$ cat config.mk
export PLATFORM = sky130hd
export DESIGN_NAME = rbnh_ctrl
export DESIGN_NICKNAME = d
export VERILOG_FILES = /design/src/rtl/core/rbnh_pkg.sv /design/src/rtl/core/rbnh_ctrl.sv
export VERILOG_INCLUDE_DIRS = /design/src /design/src/rtl/core
export SDC_FILE = /design/constraint.sdc
export NUM_CORES = 1
export LEC_CHECK = 0
export BUFFER_PORTS_ARGS = -buffer_cell sky130_fd_sc_hd__buf_4
export CAP_MARGIN = 10
export CORE_MARGIN = 2
export CORE_UTILIZATION = 34
export CTS_CLUSTER_SIZE = 14
export DETAILED_ROUTE_END_ITERATION = 10
export MAX_ROUTING_LAYER = met4
export PLACE_DENSITY = 0.6
export SYNTH_ARGS = -nofsm -noshare
export SYNTH_HDL_FRONTEND = slang
export SYNTH_SLANG_ARGS = --single-unit
$ cat constraint.sdc
create_clock -name i_clk -period 2.21 [get_ports i_clk]
set_input_delay 0.221 -clock i_clk [delete_from_list [all_inputs] [get_ports i_clk]]
set_output_delay 0.221 -clock i_clk [all_outputs]
set_load 0.1 [all_outputs]
$ cat src/rtl/core/ray_box_nearest_hit_unit_defines.svh
// ----------------------------------------------------------------------------
// Ray box nearest hit unit: assertion macros
// Clocked on i_clk; the first form is gated off while i_rst_n is low.
// ----------------------------------------------------------------------------
`ifndef RAY_BOX_NEAREST_HIT_UNIT_DEFINES_SVH
`define RAY_BOX_NEAREST_HIT_UNIT_DEFINES_SVH

`ifndef SYNTH
`define RBNH_ASSERT(lbl, prop, msg) \
    lbl: assert property (@(posedge i_clk) disable iff (!i_rst_n) prop) else $error(msg);
`define RBNH_ASSERT_ALWAYS(lbl, prop, msg) \
    lbl: assert property (@(posedge i_clk) prop) else $error(msg);
`else
`define RBNH_ASSERT(lbl, prop, msg)
`define RBNH_ASSERT_ALWAYS(lbl, prop, msg)
`endif

`endif

$ cat src/rtl/core/rbnh_pkg.sv
// ----------------------------------------------------------------------------
// rbnh_pkg
// Shared constants, register indexes and controller/datapath types.
// ----------------------------------------------------------------------------
package rbnh_pkg;

    localparam int COORD_BITS   = 32;
    localparam int ID_BITS_DEF  = 16;
    localparam int CFG_IDX_BITS = 3;
    localparam int MAG_BITS     = COORD_BITS;
    localparam int MUL_W        = COORD_BITS + 1;
    localparam int PROD_W       = 2 * MUL_W;
    localparam int SUM_W        = 2 * MAG_BITS;
    localparam int U_W          = 17;
    localparam int INV_W        = 33;
    localparam int DVD_W        = MAG_BITS + 16;
    localparam int DVS_W        = MAG_BITS;
    localparam int T_W          = 64;

    localparam logic [CFG_IDX_BITS-1:0] REG_ORIGIN_X = 3'd0;
    localparam logic [CFG_IDX_BITS-1:0] REG_ORIGIN_Y = 3'd1;
    localparam logic [CFG_IDX_BITS-1:0] REG_ORIGIN_Z = 3'd2;
    localparam logic [CFG_IDX_BITS-1:0] REG_DIR_X    = 3'd3;
    localparam logic [CFG_IDX_BITS-1:0] REG_DIR_Y    = 3'd4;
    localparam logic [CFG_IDX_BITS-1:0] REG_DIR_Z    = 3'd5;
    localparam logic [CFG_IDX_BITS-1:0] REG_MAX_DIST = 3'd6;

    localparam logic signed [COORD_BITS-1:0] RST_DIR_Z    = 32'sd65536;
    localparam logic signed [COORD_BITS-1:0] RST_MAX_DIST = 32'sd6553600;

    localparam logic [T_W-1:0]   T_CAP     = 64'h4000_0000_0000_0000;
    localparam logic [SUM_W-1:0] SQRT_BIT0 = 64'h4000_0000_0000_0000;
    localparam logic [DVD_W-1:0] INV_NUM   = 48'h0001_0000_0000;

    typedef logic signed [COORD_BITS-1:0] t_coord;

    typedef struct packed {
        logic       box_rdy;
        logic       mul_en;
        logic       mul_slab;
        logic [2:0] mul_idx;
        logic       sq_clr;
        logic       sq_acc;
        logic       sqrt_init;
        logic       sqrt_step;
        logic       div_start;
        logic       div_inv;
        logic [1:0] div_ax;
        logic       u_load;
        logic       inv_load;
        logic       slab_proc;
        logic [2:0] proc_idx;
        logic       fin;
        logic       out_load;
    } t_cmd;

    typedef struct packed {
        logic cfg_wr;
        logic box_acc;
        logic div_done;
        logic last;
        logic out_free;
    } t_sts;

endpackage

$ cat src/rtl/core/rbnh_ctrl.sv
// ----------------------------------------------------------------------------
// rbnh_ctrl
// Sequencer for ray setup, per-box slab steps and result delivery.
// ----------------------------------------------------------------------------
`include "ray_box_nearest_hit_unit_defines.svh"

module rbnh_ctrl (
    input  logic           i_clk,
    input  logic           i_rst_n,
    input  rbnh_pkg::t_sts i_sts,
    output rbnh_pkg::t_cmd o_cmd
);
    import rbnh_pkg::*;

    localparam logic [3:0] S_SQ      = 4'd0;
    localparam logic [3:0] S_SQRT_IN = 4'd1;
    localparam logic [3:0] S_SQRT    = 4'd2;
    localparam logic [3:0] S_NDIV    = 4'd3;
    localparam logic [3:0] S_NDIV_W  = 4'd4;
    localparam logic [3:0] S_IDIV    = 4'd5;
    localparam logic [3:0] S_IDIV_W  = 4'd6;
    localparam logic [3:0] S_IDLE    = 4'd7;
    localparam logic [3:0] S_BOX     = 4'd8;
    localparam logic [3:0] S_FIN     = 4'd9;
    localparam logic [3:0] S_OUT     = 4'd10;

    localparam logic [4:0] SQ_LAST   = 5'd3;
    localparam logic [4:0] SQRT_LAST = 5'd31;
    localparam logic [4:0] BOX_LAST  = 5'd6;
    localparam logic [1:0] AX_LAST   = 2'd2;

    logic [3:0] r_state, n_state;
    logic [4:0] r_cnt, n_cnt;
    logic [1:0] r_ax, n_ax;
    t_cmd       w_cmd;

    always_comb begin
        n_state = r_state;
        n_cnt   = r_cnt;
        n_ax    = r_ax;
        w_cmd   = '0;
        case (r_state)
            S_SQ: begin
                w_cmd.mul_en  = (r_cnt < SQ_LAST);
                w_cmd.mul_idx = r_cnt[2:0];
                w_cmd.sq_clr  = (r_cnt == '0);
                w_cmd.sq_acc  = (r_cnt != '0);
                n_cnt = r_cnt + 1'b1;
                if (r_cnt == SQ_LAST) begin
                    n_state = S_SQRT_IN;
                end
            end
            S_SQRT_IN: begin
                w_cmd.sqrt_init = 1'b1;
                n_cnt   = '0;
                n_state = S_SQRT;
            end
            S_SQRT: begin
                w_cmd.sqrt_step = 1'b1;
                n_cnt = r_cnt + 1'b1;
                if (r_cnt == SQRT_LAST) begin
                    n_ax    = '0;
                    n_state = S_NDIV;
                end
            end
            S_NDIV: begin
                w_cmd.div_start = 1'b1;
                w_cmd.div_ax    = r_ax;
                n_state = S_NDIV_W;
            end
            S_NDIV_W: begin
                w_cmd.div_ax = r_ax;
                if (i_sts.div_done) begin
                    w_cmd.u_load = 1'b1;
                    if (r_ax == AX_LAST) begin
                        n_ax    = '0;
                        n_state = S_IDIV;
                    end else begin
                        n_ax    = r_ax + 1'b1;
                        n_state = S_NDIV;
                    end
                end
            end
            S_IDIV: begin
                w_cmd.div_start = 1'b1;
                w_cmd.div_inv   = 1'b1;
                w_cmd.div_ax    = r_ax;
                n_state = S_IDIV_W;
            end
            S_IDIV_W: begin
                w_cmd.div_inv = 1'b1;
                w_cmd.div_ax  = r_ax;
                if (i_sts.div_done) begin
                    w_cmd.inv_load = 1'b1;
                    if (r_ax == AX_LAST) begin
                        n_state = S_IDLE;
                    end else begin
                        n_ax    = r_ax + 1'b1;
                        n_state = S_IDIV;
                    end
                end
            end
            S_IDLE: begin
                w_cmd.box_rdy = 1'b1;
                if (i_sts.box_acc) begin
                    n_cnt   = '0;
                    n_state = S_BOX;
                end
            end
            S_BOX: begin
                w_cmd.mul_en    = (r_cnt < BOX_LAST);
                w_cmd.mul_slab  = 1'b1;
                w_cmd.mul_idx   = r_cnt[2:0];
                w_cmd.slab_proc = (r_cnt != '0);
                w_cmd.proc_idx  = 3'(r_cnt - 1'b1);
                n_cnt = r_cnt + 1'b1;
                if (r_cnt == BOX_LAST) begin
                    n_state = S_FIN;
                end
            end
            S_FIN: begin
                w_cmd.fin = 1'b1;
                n_state = i_sts.last ? S_OUT : S_IDLE;
            end
            S_OUT: begin
                if (i_sts.out_free) begin
                    w_cmd.out_load = 1'b1;
                    n_state = S_IDLE;
                end
            end
            default: begin
                n_state = S_SQ;
                n_cnt   = '0;
            end
        endcase
        // restart ray setup on any register write
        if (i_sts.cfg_wr) begin
            w_cmd.box_rdy = 1'b0;
            n_state = S_SQ;
            n_cnt   = '0;
        end
    end

    always_ff @(posedge i_clk) begin
        if (!i_rst_n) begin
            r_state <= S_SQ;
            r_cnt   <= '0;
            r_ax    <= '0;
        end else begin
            r_state <= n_state;
            r_cnt   <= n_cnt;
            r_ax    <= n_ax;
        end
    end

    assign o_cmd = w_cmd;

    `RBNH_ASSERT(a_out_free, o_cmd.out_load |-> i_sts.out_free, "result loaded while output register busy")
    `RBNH_ASSERT(a_box_cnt, (r_state == S_BOX) |-> (r_cnt <= BOX_LAST), "slab step counter overran")
    `RBNH_ASSERT(a_acc_idle, i_sts.box_acc |-> (r_state == S_IDLE), "box accepted outside idle")

endmodule
==> results.tsv, run 1 <==
metric	value	unit
Area Growth Syn to Fin	33.9	%
post-layout min period	2100	ps
synth cell count leaders	15 x nor2_1, 11 x a21oi_1, 11 x dfxtp_1	
portion of synthesized cell area occupied by the leading cell type	0.187	
Cells after Synth	155	
total CTS buffers	3	
total negative setup slack	0	ps
register area share after synthesis	0.187	
ports placed on the boundary	29	
arrival time at the worst endpoint	1880	ps
reg-to-reg endpoint	r_ax[0]	
startpoint of the lowest-slack register-to-register path	r_cnt[1]	
Max-cap violations	0	
Max-Slew Margin vs Limit	0.707	
Worst Path Required	1990	ps
share of the cycle needed by the critical path after routing	0.952	
met2 WL post-DR	1.58	mm
path category of the worst min-delay check	input pin to register	
capture point of the worst path	o_cmd[20]	
final hold violations	0	
CTS sink count	11	
setup skew after layout	2.22	ps
clock root buffer	clkbuf_4	
Async S/R FF share, synth	0	
M1 WL	1.35	mm
CP endpoint kind	output pin	
number of warnings issued by yosys	0	
static leakage power	0.597	nW
Setup Crit Path Kind	register to output pin	
number of distinct library cell variants in the gate-level netlist after synthesis	55	
maximum level of the CTS H-tree	1	
startpoint class of the critical path	register	
height of the die	62.8	µm
maximum resistive drop on vdd	272	µV
result of the run	finished, final reports clean	
clock-pin transition on the worst setup and hold timing paths	80	ps
number of flops mapped to enable cells by yosys	0	
largest cells by area after synthesis	dfxtp_1 19%, ha_1 8.5%, nor2_1 4.8%	
remaining number of nets flagged by the antenna check after routing	0	
Final WS setup	107	ps
count of fill cells added during filler insertion	340	
die span in x	62.8	µm
slowest stage cell on the critical path	or4b_1	
predominant post-synthesis flop cell	dfxtp_1	
final weighted congestion of routability-driven global placement	0.788	
Critical Path Fanout Max	7	
power density over the cells	281	nW/µm²
net count of the finished layout	197	
count of hold-fix buffers inserted at cts	0	
count of antenna diodes in the layout	0	
DP Worst Slack	228	ps
CTS tree	done	
sum of overflow across all layers after global routing	0	
GR Util All Layers	0.166	
number of antenna violations at the first check in global routing	0	
highest clock frequency the design can meet	0.475	GHz
length of routed met3 wiring	128	µm
Post-CTS Setup Repair Bufs	0	
Finish-stage setup viols	0	
final routed DRC violation total	0	
worst-margin pin slew	436	ps
initial core utilization	0.352	
largest net degree at the start of global routing	26	
vias per inst	5.44	
Post-Syn Nets	170	
library cell with the highest instance count after synthesis	nor2_1	
Netlist Area Pre-Place	1170	µm²
setup repair after global routing missed its margin	no	
quantity of gates resized following cts	0	
fraction of layout cells with a size suffix above 1	0.409	
peak per-stage delay on the critical path	530	ps
number of placement rows	21	
DRC violation total after the first TritonRoute iteration	58	
highest metal layer with signal wires	met4	
die area	3940	µm²
Max Slew Vio Count	0	
worst-path cell chain	or4b_1 > buf_4 > clkinvlp_4 > nor2_4 > nor4_4 > buf_6	
crit path launch	r_state[1]	
buffers added on ports	28	
vias	1236	
Placeable Area	3340	µm²
drt pass-1 iters	5	
total wire length after detailed routing	3.07	mm
routed len/inst	13.5	µm
synthesized area divided by synthesized cell count	7.58	µm²
number of global-route vias before repair	1153	
half-perimeter wire length after detailed placement	2.37	mm
source-to-sink clock delay at the later pin of the worst-skew pair	270	ps
Yosys top cell by area	dfxtp_1	
number of buffers between clock root and the deepest sink	2	
R2R cell count	7	
first-pass GRT wire length	5.34	mm
total of flip-flops plus latches after synthesis	11	
worst reg-to-reg setup slack	220	ps
==> worst max-delay path: cells and delay by family (launching register included) <==
family / cells / cell delay (ps)
flops: 1 / 360
simple gates: 3 / 710
buf+inv: 3 / 550
==> power breakdown <==
part           internal (mW)  switching, mW  total [mW]  leakage (nW)
sequential             0.200        0.00177       0.202        0.0894
combinational         0.0290         0.0687      0.0977         0.490
clock                 0.0669         0.0757       0.143        0.0177
==> cells in the final DEF (no fill, tap or decap), types with 2 or more instances in the layout <==
master | Yosys | routed
nand2_1 | 7 | 7
nand3_1 | 4 | 4
o21a_1 | 2 | 2
buf_4 | 1 | 36
dfxtp_1 | 11 | 10
inv_1 | 6 | 5
nor2b_1 | 3 | 3
o21ai_0 | 6 | 6
nor3_2 | 0 | 4
xnor2_1 | 4 | 4
nor3_1 | 9 | 5
nor4b_2 | 1 | 2
nor3b_4 | 0 | 2
ha_1 | 8 | 8
a21oi_1 | 11 | 9
a311oi_1 | 3 | 3
nor2_1 | 15 | 5
nor2_2 | 0 | 9
nor3b_1 | 6 | 2
clkbuf_4 | 0 | 3
nor3b_2 | 0 | 2
a211oi_1 | 2 | 2
or4_1 | 3 | 3
a21oi_2 | 0 | 2
nand2b_1 | 5 | 5
a22oi_1 | 2 | 2
==> logic make-up after synthesis <==
kind of cell | synth area share
AO/OA/AOI/OAI | 0.239
XOR/XNOR | 0.0298
adder cells (fa/ha/maj) | 0.0852
buffers and inverters | 0.0895
flip-flops | 0.187
multiplexers | 0.00852
AND/OR/NAND/NOR | 0.361
==> per-stage QoR <==
step / hold slack [ps] / total power, mW / instance area (µm²) / std cells / util
floorplan: 344 / 0.276 / 1290 / 155 / -
global placement: 484 / 0.303 / 1540 / 223 / 0.461
detailed placement: 487 / 0.304 / 1540 / 223 / 0.461
CTS: 208 / 0.444 / 1570 / 227 / 0.469
global route: 220 / 0.460 / 1570 / 227 / 0.471
finish: 211 / 0.442 / 1570 / 227 / 0.471
==> state kept, by name, summed over array words and instances, names as in the netlist <==
name     cells
r_cnt        5
r_state      4
r_ax         2
==> metal layers <==
| metal | vias up | track usage |
|---|---|---|
| li1 | 621 | - |
| met1 | 591 | 0.212 |
| met2 | 22 | 0.285 |
| met3 | 2 | 0.0270 |
| met4 | 0 | 0.0167 |
| met5 | - | - |
==> layout make-up <==
cell class / instances / area, µm² / share of cell area
clock buffers: 3 / 22.5 / 0.0143
inverters: 7 / 30.0 / 0.0191
well taps: 46 / 57.6 / 0.0366
clock inverters: 1 / 5.00 / 0.00318
multi-input cells: 122 / 955 / 0.607
flip-flops and latches: 11 / 221 / 0.141
repair buffers: 37 / 282 / 0.179
==> how the worst min path moves through the flow <==
| stage | start | endpoint | depth (start not counted) |
|---|---|---|---|
| after detailed placement | r_ax[1] | r_ax[1] | 2 |
| after global routing | i_rst_n | r_ax[0] | 3 |
| final | i_rst_n | r_ax[0] | 3 |
| after CTS | i_rst_n | r_ax[0] | 3 |
| after global placement | i_rst_n | r_ax[0] | 3 |
| after floorplan | i_rst_n | r_ax[0] | 2 |
Note: power is estimated with default switching activity, not from simulation.
==> inputs of run 2 (changes only) <==
- REMOVE_ABC_BUFFERS: default -> 1
==> run 2 against run 1 <==
- count of clock-buffer cells in the layout up 1
- largest cell class unchanged
- sequential share of layout area increased by 1.0 points
- fmax is 0.41% lower
- via count shrank 1.5%
- clock power shrank 5%
- critical path type unchanged
==> results.tsv, run 2 (synthesized netlist as in run 1, its figures left out) <==
metric	value	unit	change
result of the run	finished, final reports clean		unchanged
global-route met2 utilization	0.258		was 0.285
arrival time at the worst endpoint	1890	ps	was 1880 ps
Critical Path Fanout Max	8		was 7
Worst Path Required	1990	ps	about the same
CTS tree	done		unchanged
sum of overflow across all layers after global routing	0		unchanged
Max-cap violations	0		unchanged
largest registers	r_cnt: 5 flops, r_state: 4 flops, r_ax: 2 flops		unchanged
die area	3940	µm²	unchanged
post-layout min period	2110	ps	was 2100 ps
maximum resistive drop on vdd	244	µV	was 272 µV
setup repair after global routing missed its margin	yes		was no
met1 track utilization from global routing	0.220		was 0.212
highest clock frequency the design can meet	0.474	GHz	was 0.475 GHz
height of the die	62.8	µm	unchanged
overall power	0.429	mW	was 0.442 mW
static leakage power	0.590	nW	was 0.597 nW
peak per-stage delay on the critical path	600	ps	was 530 ps
vias per inst	5.41		was 5.44
setup skew after layout	6.31	ps	was 2.22 ps
final instance count without filler cells	225		was 227
flip-flop count of the largest register, all copies and words added	5		unchanged
fin util	0.438		was 0.471
slowest stage cell on the critical path	or4b_4		was or4b_1
Setup Crit Path Kind	register to output pin		unchanged
worst-path cell chain	or4b_4 > inv_1 > nor2_1 > nor4_2 > buf_6		was or4b_1 > buf_4 > clkinvlp_4 > nor2_4 > nor4_4 > buf_6
final routed DRC violation total	0		unchanged
CTS sink count	11		unchanged
share of the cycle needed by the critical path after routing	0.956		was 0.952
remaining number of nets flagged by the antenna check after routing	0		unchanged
initial core utilization	0.352		unchanged
ports placed on the boundary	29		unchanged
Biggest register	r_cnt		unchanged
die span in x	62.8	µm	unchanged
Placeable Area	3340	µm²	unchanged
final hold violations	0		unchanged
DRC violation total after the first TritonRoute iteration	44		was 58
part of the total power dissipated in sequential elements	0.474		was 0.456
vias	1218		was 1236
count of fill cells added during filler insertion	364		was 340
total CTS buffers	3		unchanged
GR Util All Layers	0.163		was 0.166
clock root buffer	clkbuf_4		unchanged
worst-margin pin slew	448	ps	was 436 ps
crit path launch	r_state[0]		was r_state[1]
number of placement rows	21		unchanged
maximum level of the CTS H-tree	1		unchanged
startpoint class of the critical path	register		unchanged
met3 track demand over resource in global routing	0.0288		was 0.0270
Max-Slew Margin vs Limit	0.697		was 0.707
Area Growth Syn to Fin	24.3	%	was 33.9%
source-to-sink clock delay at the later pin of the worst-skew pair	270	ps	about the same
count of antenna diodes in the layout	0		unchanged
commonest non-fill, non-tap cell in the layout	buf_4		unchanged
buffers added on ports	28		unchanged
number of antenna violations at the first check in global routing	0		unchanged
net count of the finished layout	195		was 197
half-perimeter wire length after detailed placement	2.30	mm	was 2.37 mm
# placed instances	221		was 223
Int Power	0.295	mW	was 0.296 mW
fraction of layout cells with a size suffix above 1	0.274		was 0.409
drt pass-1 iters	4		was 5
power density over the cells	294	nW/µm²	was 281 nW/µm²
largest net degree at the start of global routing	27		was 26
startpoint of the lowest-slack register-to-register path	r_cnt[0]		was r_cnt[1]
first-pass GRT wire length	5.14	mm	was 5.34 mm
CP endpoint kind	output pin		unchanged
Max Slew Vio Count	0		unchanged
clock-pin transition on the worst setup and hold timing paths	70	ps	was 80 ps
switching power share of the total	0.312		was 0.331
worst min-delay path startpoint	i_rst_n		unchanged
most used cells in the layout excluding fill and tap cells	32 x buf_4, 15 x nor2_1, 11 x a21oi_1, 11 x dfxtp_1, 9 x nor3_1		was 36 x buf_4, 10 x dfxtp_1, 9 x nor2_2, 9 x a21oi_1, 8 x ha_1
cell type group with the largest total delay on the critical path	simple AND/OR/NAND/NOR gates		unchanged
count of buffer and inverter cells on the critical path	2		was 3
fraction of power consumed by the clock network	0.317		was 0.323
global route hottest layer	met2		unchanged
Final WS setup	98.2	ps	was 107 ps
routed len/inst	13.3	µm	was 13.5 µm
DP Worst Slack	181	ps	was 228 ps
path category of the worst min-delay check	input pin to register		unchanged
total wire length after detailed routing	3.00	mm	was 3.07 mm
net switching power of the design	0.134	mW	was 0.146 mW
final weighted congestion of routability-driven global placement	0.791		was 0.788
combinational power share	0.209		was 0.221
number of global-route vias before repair	1108		was 1153
Finish-stage setup viols	0		unchanged
number of buffers between clock root and the deepest sink	2		unchanged
-- run 2: changes by cell type in the layout (fill, tap and decap cells not counted), sizes merged --
cell,delta
clkinvlp,-1
clkinv,-1
buf,-3
inv,+1
clkbuf,+2
-- run 2: timing repair --
action,in CTS,in global routing
setup buffers,0,0
hold buffers,0,0
pin swaps,0,0
endpoints found under the setup margin,1,2
gates resized for setup,2,2
hold endpoints to repair,0,0
-- run 2: final cells by class --
cell class | instances | area, µm² | area share
sequential | 11 | 220 | 0.151
clock buffer | 4 | 26.3 | 0.0180
timing repair buffer | 35 | 277 | 0.189
inverter | 7 | 26.3 | 0.0180
multi-input combinational | 122 | 853 | 0.584
tap | 46 | 57.6 | 0.0394
-- run 2: path summary, 6_finish.rpt --
check	endpoint	slack, ps	depth (start not counted)
min	r_ax[0]	200	3
max reg2reg	r_ax[1]	150	7
max	o_cmd[20]	100	5
min reg2reg	r_ax[1]	530	2
-- run 2: power groups by stage --
stage,combinational (mW),clock (mW),sequential (mW)
final,0.0898,0.136,0.203
after global routing,0.0965,0.152,0.203
after CTS,0.0903,0.139,0.203
after detailed placement,0.0899,0,0.208
after global placement,0.0888,0,0.208
after floorplan,0.0632,0,0.207
-- run 2: worst reg2reg max path, delay by kind of cell, from the launching register on --
| kind | cells | cell delay, ps |
|---|---|---|
| AND/OR/NAND/NOR | 3 | 740 |
| flip-flops | 1 | 450 |
| adder cells (fa/ha/maj) | 2 | 400 |
| AO/OA/AOI/OAI | 2 | 400 |
-- run 2: routing by layer --
| layer | vias to the layer above | part of all wire |
|---|---|---|
| met5 | - | 0 |
| met4 | 0 | 0.0043 |
| met3 | 2 | 0.040 |
| met2 | 33 | 0.46 |
| met1 | 564 | 0.49 |
| li1 | 619 | - |
-- run 2: stage by stage --
stage | hold WS, ps | area, µm² | TNS (ps)
floorplan | 344 | 1100 | -17050
global placement | 482 | 1420 | 0
detailed placement | 494 | 1420 | 0
CTS | 205 | 1450 | 0
global route | 218 | 1460 | -18.9
finish | 204 | 1460 | 0
